## src/mc_pkg.sv

```systemverilog
// ----------------------------------------------------------------------------
// mc_pkg - shared definitions for the maze carver
// Field widths, codes, register defaults and the direction choice functions.
// ----------------------------------------------------------------------------
package mc_pkg;

    localparam int MAX_COLS_DEF = 64;
    localparam int MAX_ROWS_DEF = 16;

    localparam int COL_W      = 6;
    localparam int ROW_W      = 4;
    localparam int RND_W      = 16;
    localparam int COLS_REG_W = 7;
    localparam int ROWS_REG_W = 5;
    localparam int CFG_DATA_W = 7;
    localparam int CFG_IDX_W  = 1;
    localparam int TAG_W      = 4;

    localparam logic [COLS_REG_W-1:0] COLS_RESET = 7'd38;
    localparam logic [ROWS_REG_W-1:0] ROWS_RESET = 5'd9;

    localparam logic [CFG_IDX_W-1:0] CFG_COLS = 1'd0;
    localparam logic [CFG_IDX_W-1:0] CFG_ROWS = 1'd1;

    localparam logic OP_START = 1'b0;
    localparam logic OP_STEP  = 1'b1;

    localparam logic [1:0] DIR_UP    = 2'd0;
    localparam logic [1:0] DIR_RIGHT = 2'd1;
    localparam logic [1:0] DIR_DOWN  = 2'd2;
    localparam logic [1:0] DIR_LEFT  = 2'd3;

    localparam logic [1:0] STATUS_START  = 2'd0;
    localparam logic [1:0] STATUS_CARVED = 2'd1;
    localparam logic [1:0] STATUS_DONE   = 2'd2;

    // 4 = 1 mod 3: fold base-4 digits, then fold once more
    function automatic logic [1:0] mod3_16(input logic [RND_W-1:0] v);
        logic [4:0] s1;
        logic [2:0] s2;
        s1 = '0;
        for (int i = 0; i < RND_W / 2; i++)
        begin
            s1 = s1 + 5'(v[2*i +: 2]);
        end
        s2 = 3'(s1[1:0]) + 3'(s1[3:2]) + 3'(s1[4]);
        if (s2 >= 3'd6)
            s2 = s2 - 3'd6;
        else if (s2 >= 3'd3)
            s2 = s2 - 3'd3;
        return s2[1:0];
    endfunction

    // random word modulo the number of open directions
    function automatic logic [1:0] rnd_index(input logic [3:0] cand,
                                             input logic [RND_W-1:0] rnd);
        logic [1:0] k;
        case ($countones(cand))
            2:       k = {1'b0, rnd[0]};
            3:       k = mod3_16(rnd);
            4:       k = rnd[1:0];
            default: k = 2'd0;
        endcase
        return k;
    endfunction

    // direction of the k-th open candidate, in order up, right, down, left
    function automatic logic [1:0] pick_dir(input logic [3:0] cand,
                                            input logic [1:0] k);
        logic [2:0] seen;
        logic [1:0] dir;
        logic       found;
        seen  = '0;
        dir   = DIR_UP;
        found = 1'b0;
        for (int i = 0; i < 4; i++)
        begin
            if (cand[i] && !found)
            begin
                if (seen == 3'(k))
                begin
                    dir   = 2'(i);
                    found = 1'b1;
                end
                seen = seen + 3'd1;
            end
        end
        return dir;
    endfunction

endpackage

```

## src/mc_nbr_unit.sv

```systemverilog
// ----------------------------------------------------------------------------
// mc_nbr_unit - neighbor address unit
// Step from a cell in one direction and check the step against the grid.
// ----------------------------------------------------------------------------
module mc_nbr_unit
    import mc_pkg::*;
#(
    parameter int MAX_COLS = MAX_COLS_DEF,
    parameter int MAX_ROWS = MAX_ROWS_DEF,
    localparam int CW  = $clog2(MAX_COLS),
    localparam int RW  = $clog2(MAX_ROWS),
    localparam int NCW = $clog2(MAX_COLS + 1),
    localparam int NRW = $clog2(MAX_ROWS + 1)
)
(
    input  logic [CW-1:0]  col,
    input  logic [RW-1:0]  row,
    input  logic [1:0]     dir,
    input  logic [NCW-1:0] nc,
    input  logic [NRW-1:0] nr,
    output logic           ok,
    output logic [CW-1:0]  ncol,
    output logic [RW-1:0]  nrow
);

    always_comb
    begin
        ok   = 1'b0;
        ncol = col;
        nrow = row;
        unique case (dir)
            DIR_UP:
            begin
                ok   = (row != '0);
                nrow = row - 1'b1;
            end
            DIR_RIGHT:
            begin
                ok   = (32'(col) + 32'd1 < 32'(nc));
                ncol = col + 1'b1;
            end
            DIR_DOWN:
            begin
                ok   = (32'(row) + 32'd1 < 32'(nr));
                nrow = row + 1'b1;
            end
            DIR_LEFT:
            begin
                ok   = (col != '0);
                ncol = col - 1'b1;
            end
            default:
            begin
                ok = 1'b0;
            end
        endcase
    end

endmodule

```

## config.mk

```make
export PLATFORM = sky130hd
export DESIGN_NAME = mc_nbr_unit
export DESIGN_NICKNAME = d
export VERILOG_FILES = /design/src/mc_pkg.sv /design/src/mc_nbr_unit.sv
export SDC_FILE = /design/constraint.sdc
export NUM_CORES = 1
export LEC_CHECK = 0
export ABC_AREA = 1
export BUFFER_PORTS_ARGS = -buffer_cell sky130_fd_sc_hd__buf_2
export CAP_MARGIN = 20
export CORE_ASPECT_RATIO = 1.25
export CORE_MARGIN = 2
export CORE_UTILIZATION = 50
export DETAILED_ROUTE_END_ITERATION = 6
export PLACE_DENSITY_LB_ADDON = 0.05
export SLEW_MARGIN = 20
export SYNTH_ARGS = -nofsm -noshare
export SYNTH_HDL_FRONTEND = slang
export SYNTH_SLANG_ARGS = --single-unit
export TNS_END_PERCENT = 50
```

## constraint.sdc

```tcl
create_clock -name vclk -period 2.4
set_input_delay 0.12 -clock vclk [all_inputs]
set_output_delay 0.12 -clock vclk [all_outputs]
set_load 0.01 [all_outputs]
```

==> results.py, run 1 <==
metrics = {
    "layout": {
        "finalNetCount": 233,
        "drive_above_1_share_pct": 21.6,
        "syn_to_final_growth_pct": 20.6,
        "utilization_pct": 62.9,
        "num-clock-buffers": 0,
        "ff_latch_area_um2": 0,
        "diodes": 0,
        "seq_cell_count": 0,
        "fillers": 181,
    },
    "synthesis": {
        "syn_nets": 197,
        "ys_types": 19,
        "seq_area_frac_synth_pct": 0,
        "synth_top_area_share_pct": 27.9,
        "synth_area_leader_cell": "ha_1",
        "synth_area_um2": 898,
        "avgSynthCellArea_um2": 5.95,
        "synth_warnings": 0,
        "syn_inst": 151,
        "synth_common_cells": "41 x nand2_1, 27 x inv_1, 20 x ha_1",
        "synth.area.top_cells": "ha_1 28%, nand2_1 17%, inv_1 11%",
        "synth.most_common_cell": "nand2_1",
    },
    "worst_hold_path": {
        "hp-class": "input pin to output pin",
        "holdPathStages": 4,
        "worstHoldStart": "row[3]",
        "min_to": "nrow[3]",
    },
    "timing": {
        "final.min_clock_period_ps": 1760,
        "tns_ps": 0,
        "tightest_slew_ps": 279,
        "setup_viol": 0,
        "hold_violations": 0,
        "rsz0062_at_grt": "no",
        "slew_violations": 0,
        "hold_ws_ps": 589,
        "fin_crit_sh_pct": 73.5,
        "slew_headroom_pct": 81.4,
        "max_freq_mhz": 567,
    },
    "power_and_ir_drop": {
        "power_frac_comb_pct": 100.0,
        "p_int_mw": 0.0923,
        "vdd_drop_max_mv": 0.0857,
        "power_leakage_nw": 0.698,
        "power_frac_seq_pct": 0,
        "p_per_area_nw_per_um2": 196,
        "p_sw_share_pct": 56.6,
        "clkPwrFrac_pct": 0,
        "netSwitchingPower_mw": 0.120,
    },
    "floorplan": {
        "die_h_um": 51.4,
        "dieWidth_um": 41.9,
        "die_area_um2": 2150,
        "fp-row-count": 17,
        "pin_count": 35,
        "start_util_pct": 52.1,
        "core_um2": 1720,
    },
    "worst_setup_path": {
        "path_cells": "buf_2 -> nand2_1 -> inv_1 -> ha_1 -> inv_1 -> nand2_1 -> nand3_1 -> nand2_1 -> nand2_1 -> nand2_1 -> nand2_1 -> nand2_1 -> buf_2",
        "max_stage_delay_ps": 270,
        "arrival_ps": 1640,
        "required_ps": 2280,
        "cp-end-kind": "output pin",
        "crit_top_cell": "nand2_1",
        "cpLargestDelayFamily": "buffers and inverters",
        "crit_fanout": 15,
        "path_class": "input pin to output pin",
        "crit_slowest_cell": "ha_1",
        "crit_buf_inv": 4,
        "crit_path_start_kind": "input pin",
    },
    "grt": {
        "grt_pass1_vias": 970,
        "antenna_found_initial": 0,
        "grt_overflow": 0,
        "grtUsageTotal_pct": 20.5,
        "grt_max_degree": 16,
        "grt_first_pass_wirelength_um": 3670,
    },
    "status": {
        "status": "complete, no violations",
    },
    "routing": {
        "vias": 1013,
        "routed_via_density": 4.97,
        "drcViolationCount": 0,
        "wl_um": 1940,
        "first_pass_iters": 4,
        "drtAntennaViolNets": 0,
        "initialDrtViolationCount": 11,
        "wire_per_inst_um": 9.49,
    },
    "run": {
        "maxCapViolations": 0,
    },
    "placed_design": {
        "port_buffers": 35,
        "gp_congestion": 0.836,
        "hpwl_um": 1700,
    },
    "clocking": {
        "post-cts-setup-buffers": 0,
        "cts_resized": 0,
        "ctsHoldBuffers": 0,
    },
}
logic make-up (layout without fill, tap and decap cells):
kind of cell,count (synthesis),count (layout),synth area share (%)
compound gates,14,14,9.05
simple gates,75,75,35.2
fa+ha+maj,22,22,32.3
buf+inv,30,64,13.6
xor+xnor,10,10,9.75
power groups by stage:
stage                     clock [mW]  sequential (mW)  combinational (mW)
after CTS                          0                0               0.216
after global placement             0                0               0.207
after detailed placement           0                0               0.215
after global routing               0                0               0.250
final                              0                0               0.212
after floorplan                    0                0               0.140
layout by cell type, fill, tap and decap left out, types with 2 or more instances in the layout:
| master | netlist | final |
|---|---|---|
| nand2_1 | 41 | 41 |
| buf_2 | 0 | 35 |
| inv_1 | 27 | 27 |
| ha_1 | 20 | 20 |
| nand3_1 | 16 | 16 |
| nor2_1 | 13 | 13 |
| xor2_1 | 7 | 7 |
| a21oi_1 | 7 | 7 |
| o21ai_0 | 3 | 3 |
| xnor2_1 | 3 | 3 |
| nand2_2 | 3 | 3 |
| nor3b_1 | 2 | 2 |
| fa_1 | 2 | 2 |
through the flow:
step	std cells	cell area [µm²]	power (mW)	setup slack [ps]
2_1_floorplan	151	898	0.140	979
4_1_cts	204	1080	0.216	612
5_1_grt	204	1080	0.250	437
3_3_place_gp	204	1080	0.207	656
6_report	204	1080	0.212	637
3_5_place_dp	204	1080	0.215	627
per-layer routing:
| metal | vias up | share of wire [%] | GRT usage [%] |
|---|---|---|---|
| met3 | 0 | 3.7 | 1.41 |
| met4 | 0 | 0 | 1.61 |
| li1 | 546 | - | - |
| met5 | - | 0 | 0 |
| met1 | 448 | 43 | 23.5 |
| met2 | 19 | 53 | 41.9 |
worst max-delay path by stage:
stage | from | to | slack, ps | cells after the start
floorplan | col[0] | ok | 980 | 10
global placement | col[0] | ok | 660 | 10
detailed placement | col[0] | ok | 630 | 10
CTS | col[0] | ok | 610 | 10
global route | dir[0] | ncol[5] | 440 | 13
finish | dir[0] | ncol[5] | 640 | 13
final cells by class:
| class | count | area [µm²] | share of cell area [%] |
|---|---|---|---|
| well taps | 19 | 23.8 | 2.19 |
| repair buffers | 35 | 175 | 16.2 |
| multi-input cells | 121 | 776 | 71.6 |
| inverters | 29 | 109 | 10.0 |
Power figures use the tool's default switching activity.
==> run 2: changes to the inputs <==
--- a/config.mk
+++ b/config.mk
@@ -10,7 +10,7 @@
 export CAP_MARGIN = 20
 export CORE_ASPECT_RATIO = 1.25
 export CORE_MARGIN = 2
-export CORE_UTILIZATION = 50
+export CORE_UTILIZATION = 47
 export DETAILED_ROUTE_END_ITERATION = 6
 export PLACE_DENSITY_LB_ADDON = 0.05
 export SLEW_MARGIN = 20
==> constraint.sdc (replaced) <==
create_clock -name vclk -period 1.4
set_input_delay 0.07 -clock vclk [all_inputs]
set_output_delay 0.07 -clock vclk [all_outputs]
set_load 0.01 [all_outputs]
==> results.py, run 2 (synthesis gave the netlist of run 1 again) <==
metrics = {
    "routing": {
        "wl_um": 2530,
        "routed_via_density": 4.97,
        "vias": 1138,
        "drcViolationCount": 0,
        "drtAntennaViolNets": 0,
        "first_pass_iters": 4,
        "initialDrtViolationCount": 8,
        "wire_per_inst_um": 11.0,
    },
    "timing": {
        "setup_ws_ps": -153,
        "final.min_clock_period_ps": 1550,
        "slew_headroom_pct": 88.2,
        "max_freq_mhz": 644,
        "hold_violations": 0,
        "setup_viol": 2,
        "rsz0062_at_grt": "yes",
        "tightest_slew_ps": 176,
        "fin_crit_sh_pct": 111,
        "slew_violations": 0,
    },
    "floorplan": {
        "fp-row-count": 17,
        "die_area_um2": 2280,
        "pin_count": 35,
        "start_util_pct": 50.3,
        "dieWidth_um": 43.1,
        "core_um2": 1790,
        "die_h_um": 52.9,
    },
    "power_and_ir_drop": {
        "power_leakage_nw": 0.833,
        "power.total_mw": 0.497,
        "p_per_area_nw_per_um2": 347,
        "vdd_drop_max_mv": 0.235,
    },
    "grt": {
        "grt_max_degree": 10,
        "grtUsageTotal_pct": 23.8,
        "grt_pass1_vias": 1095,
        "grt_overflow": 0,
        "grt_first_pass_wirelength_um": 4290,
        "antenna_found_initial": 0,
    },
    "placed_design": {
        "port_buffers": 35,
        "gp_congestion": 0.787,
        "hpwl_um": 2010,
    },
    "worst_setup_path": {
        "crit_slowest_cell": "ha_4",
        "crit_path_start_kind": "input pin",
        "path_class": "input pin to output pin",
        "arrival_ps": 1480,
        "required_ps": 1330,
        "path_cells": "buf_4 -> ha_4 -> nand3_4 -> xor2_1 -> inv_1 -> ha_4 -> a21oi_2 -> nor2_1 -> nor2_1 -> nand3_1 -> nand3_1 -> buf_2",
        "max_stage_delay_ps": 220,
        "cp-end-kind": "output pin",
        "crit_fanout": 3,
    },
    "layout": {
        "utilization_pct": 80.2,
        "diodes": 0,
        "ff_latch_area_um2": 0,
        "num-clock-buffers": 0,
        "drive_above_1_share_pct": 41.4,
        "final_common_cell": "nand2_1",
        "syn_to_final_growth_pct": 59.5,
        "seq_cell_count": 0,
        "finalNetCount": 258,
        "mostFrequentLayoutCells": "37 x nand2_1, 31 x buf_2, 26 x buf_4",
    },
    "status": {
        "violations": "setup timing",
        "status": "complete, but fails checks",
    },
    "worst_hold_path": {
        "hp-class": "input pin to output pin",
        "holdPathStages": 4,
    },
    "clocking": {
        "ctsHoldBuffers": 0,
    },
    "run": {
        "maxCapViolations": 0,
    },
}
run 2: cell count changes in the layout (fill, tap and decap cells not counted), sizes merged:
cell,delta
buf,+24
clkbuf,+1
run 2: power by group:
| group | internal, mW | leakage, nW | switching (mW) |
|---|---|---|---|
| sequential | 0 | 0 | 0 |
| clock | 0 | 0 | 0 |
| combinational | 0.242 | 0.833 | 0.256 |
| total | 0.242 | 0.833 | 0.256 |
run 2: routing by layer:
layer,global-route usage [%],up-vias,part of all wire (%)
met4,4.55,0,1.5
li1,-,600,-
met3,0.341,4,2.2
met1,24.4,511,38
met5,0,-,0
met2,51.7,23,58
run 2: critical path, delay by kind of cell:
family	cells	cell delay, ps
AOI/OAI and AO/OA	1	130
xor gates and xnor gates	1	160
adders and majority gates	2	390
buffers and inverters	3	360
and+or+nand+nor	5	390
run 2: what timing repair did:
| item | CTS | global route |
|---|---|---|
| pin swaps | 6 | 5 |
| resized for setup | 18 | 19 |
| setup buffers | 0 | 1 |
| setup endpoints to repair | 5 | 7 |
run 2: stage by stage:
step                      cells  TNS (ps)  hold slack (ps)  worst slack [ps]  cell area (µm²)
after global routing        229      -451              531              -257             1430
after CTS                   228      -126              484              -126             1350
after floorplan             151         0              216              79.3              898
after detailed placement    228      -389              480              -239             1260
after global placement      228      -289              480              -171             1260
final                       229      -183              482              -153             1430
run 2: cell type report:
type	count	area, µm²
Multi-Input combinational cell	121	913
Timing Repair Buffer	60	384
Fill cell	142	354
Inverter	29	111
Tap cell	19	23.8
run 2: path summary, 6_finish.rpt:
path,start,to
worst max-delay path,col[1],ok
worst min-delay path,row[3],nrow[3]
==> run 3: changes to the inputs <==
--- a/config.mk
+++ b/config.mk
@@ -13,6 +13,7 @@
 export CORE_UTILIZATION = 47
 export DETAILED_ROUTE_END_ITERATION = 6
 export PLACE_DENSITY_LB_ADDON = 0.05
+export SETUP_SLACK_MARGIN = 0.2
 export SLEW_MARGIN = 20
 export SYNTH_ARGS = -nofsm -noshare
 export SYNTH_HDL_FRONTEND = slang
==> results.py, run 3 (synthesis gave the netlist of run 1 again) <==
metrics = {
    "timing": {
        "hold_violations": 0,
        "max_freq_mhz": 619,
        "slew_headroom_pct": 78.5,
        "setup_ws_ps": -214,
        "tightest_slew_ps": 321,
        "final.min_clock_period_ps": 1610,
        "rsz0062_at_grt": "yes",
        "setup_viol": 1,
        "slew_violations": 0,
        "hold_ws_ps": 517,
        "fin_crit_sh_pct": 115,
    },
    "layout": {
        "diodes": 0,
        "drive_above_1_share_pct": 53.7,
        "syn_to_final_growth_pct": 84.0,
        "num-clock-buffers": 0,
        "finalNetCount": 262,
        "fin_area_um2": 1650,
        "seq_cell_count": 0,
        "utilization_pct": 92.5,
        "mostFrequentLayoutCells": "32 x nand2_1, 28 x buf_2, 23 x inv_1",
        "ff_latch_area_um2": 0,
        "final_common_cell": "nand2_1",
    },
    "power_and_ir_drop": {
        "p_per_area_nw_per_um2": 382,
        "p_int_mw": 0.304,
        "power.total_mw": 0.631,
        "vdd_drop_max_mv": 0.252,
        "power_frac_seq_pct": 0,
        "power_leakage_nw": 0.902,
        "power_frac_comb_pct": 100.0,
        "p_sw_share_pct": 51.8,
        "netSwitchingPower_mw": 0.327,
        "clkPwrFrac_pct": 0,
    },
    "worst_setup_path": {
        "path_class": "input pin to output pin",
        "cp-end-kind": "output pin",
        "crit_fanout": 4,
        "arrival_ps": 1540,
        "crit_path_start_kind": "input pin",
        "required_ps": 1330,
    },
    "routing": {
        "vias": 1270,
        "drcViolationCount": 0,
        "first_pass_iters": 4,
        "wl_um": 3820,
        "wire_per_inst_um": 16.4,
        "routed_via_density": 5.45,
        "initialDrtViolationCount": 36,
        "drtAntennaViolNets": 0,
    },
    "run": {
        "maxCapViolations": 0,
    },
    "grt": {
        "grt_overflow": 0,
        "antenna_found_initial": 0,
        "grt_max_degree": 14,
        "grt_first_pass_wirelength_um": 4710,
        "grt_pass1_vias": 1171,
        "grtUsageTotal_pct": 26.4,
    },
    "placed_design": {
        "dpl_worst_slack_ps": -233,
        "port_buffers": 35,
        "gp_congestion": 0.796,
        "dpl-instance-area_um2": 1260,
        "hpwl_um": 1960,
    },
    "floorplan": {
        "pin_count": 35,
        "dieWidth_um": 43.1,
        "fp-row-count": 17,
        "start_util_pct": 50.3,
        "core_um2": 1790,
        "die_h_um": 52.9,
        "die_area_um2": 2280,
    },
    "worst_hold_path": {
        "hp-class": "input pin to output pin",
    },
    "status": {
        "violations": "setup timing",
        "status": "complete, but fails checks",
    },
    "clocking": {
        "ctsHoldBuffers": 0,
    },
}
[run 3: cell count changes in the layout (fill, tap and decap cells not counted), sizes merged]
cell,delta
buf,+5
clkbuf,-1
[run 3: worst paths after layout]
check | from | end | slack [ps] | cells after the start
max | col[2] | ok | -210 | 12
min | row[3] | nrow[3] | 520 | 4
[run 3: per-layer routing]
layer,GRT usage (%),wire (µm),up-vias
met5,0,0,-
met4,8.59,243,0
met3,1.02,174,22
met2,55.5,2060,59
met1,26.8,1350,581
li1,-,-,608
[run 3: repair_timing]
action                                  CTS  global route
endpoints found under the setup margin    9             9
buffers inserted                          5             3
gates resized for setup                  35            43
pin swaps                                26            32
[run 3: area by class of cell]
class	instances	area, µm²
inverter	29	119
tap	19	23.8
fill	76	134
multi-input combinational	121	1040
timing repair buffer	64	474
[run 3: power by group through the flow]
stage          clock network [mW]  logic [mW]  registers [mW]
2_1_floorplan                   0       0.243               0
3_3_place_gp                    0       0.408               0
3_5_place_dp                    0       0.422               0
4_1_cts                         0       0.496               0
5_1_grt                         0       0.677               0
6_report                        0       0.631               0
[run 3: metrics by stage]
step / TNS, ps / cells
final: -214 / 233
after global routing: -380 / 233
after CTS: -101 / 230
after detailed placement: -409 / 225
after global placement: -227 / 225
after floorplan: 0 / 151
[run 3: critical path, stage by stage]
cell,delay (ps)
buf_6,100
nand3_2,110
buf_4,160
xor2_1,200
inv_1,100
ha_1,280
nand2_1,50
nor2_1,110
nand2_1,80
nand3_2,70
nand3_2,80
buf_6,130
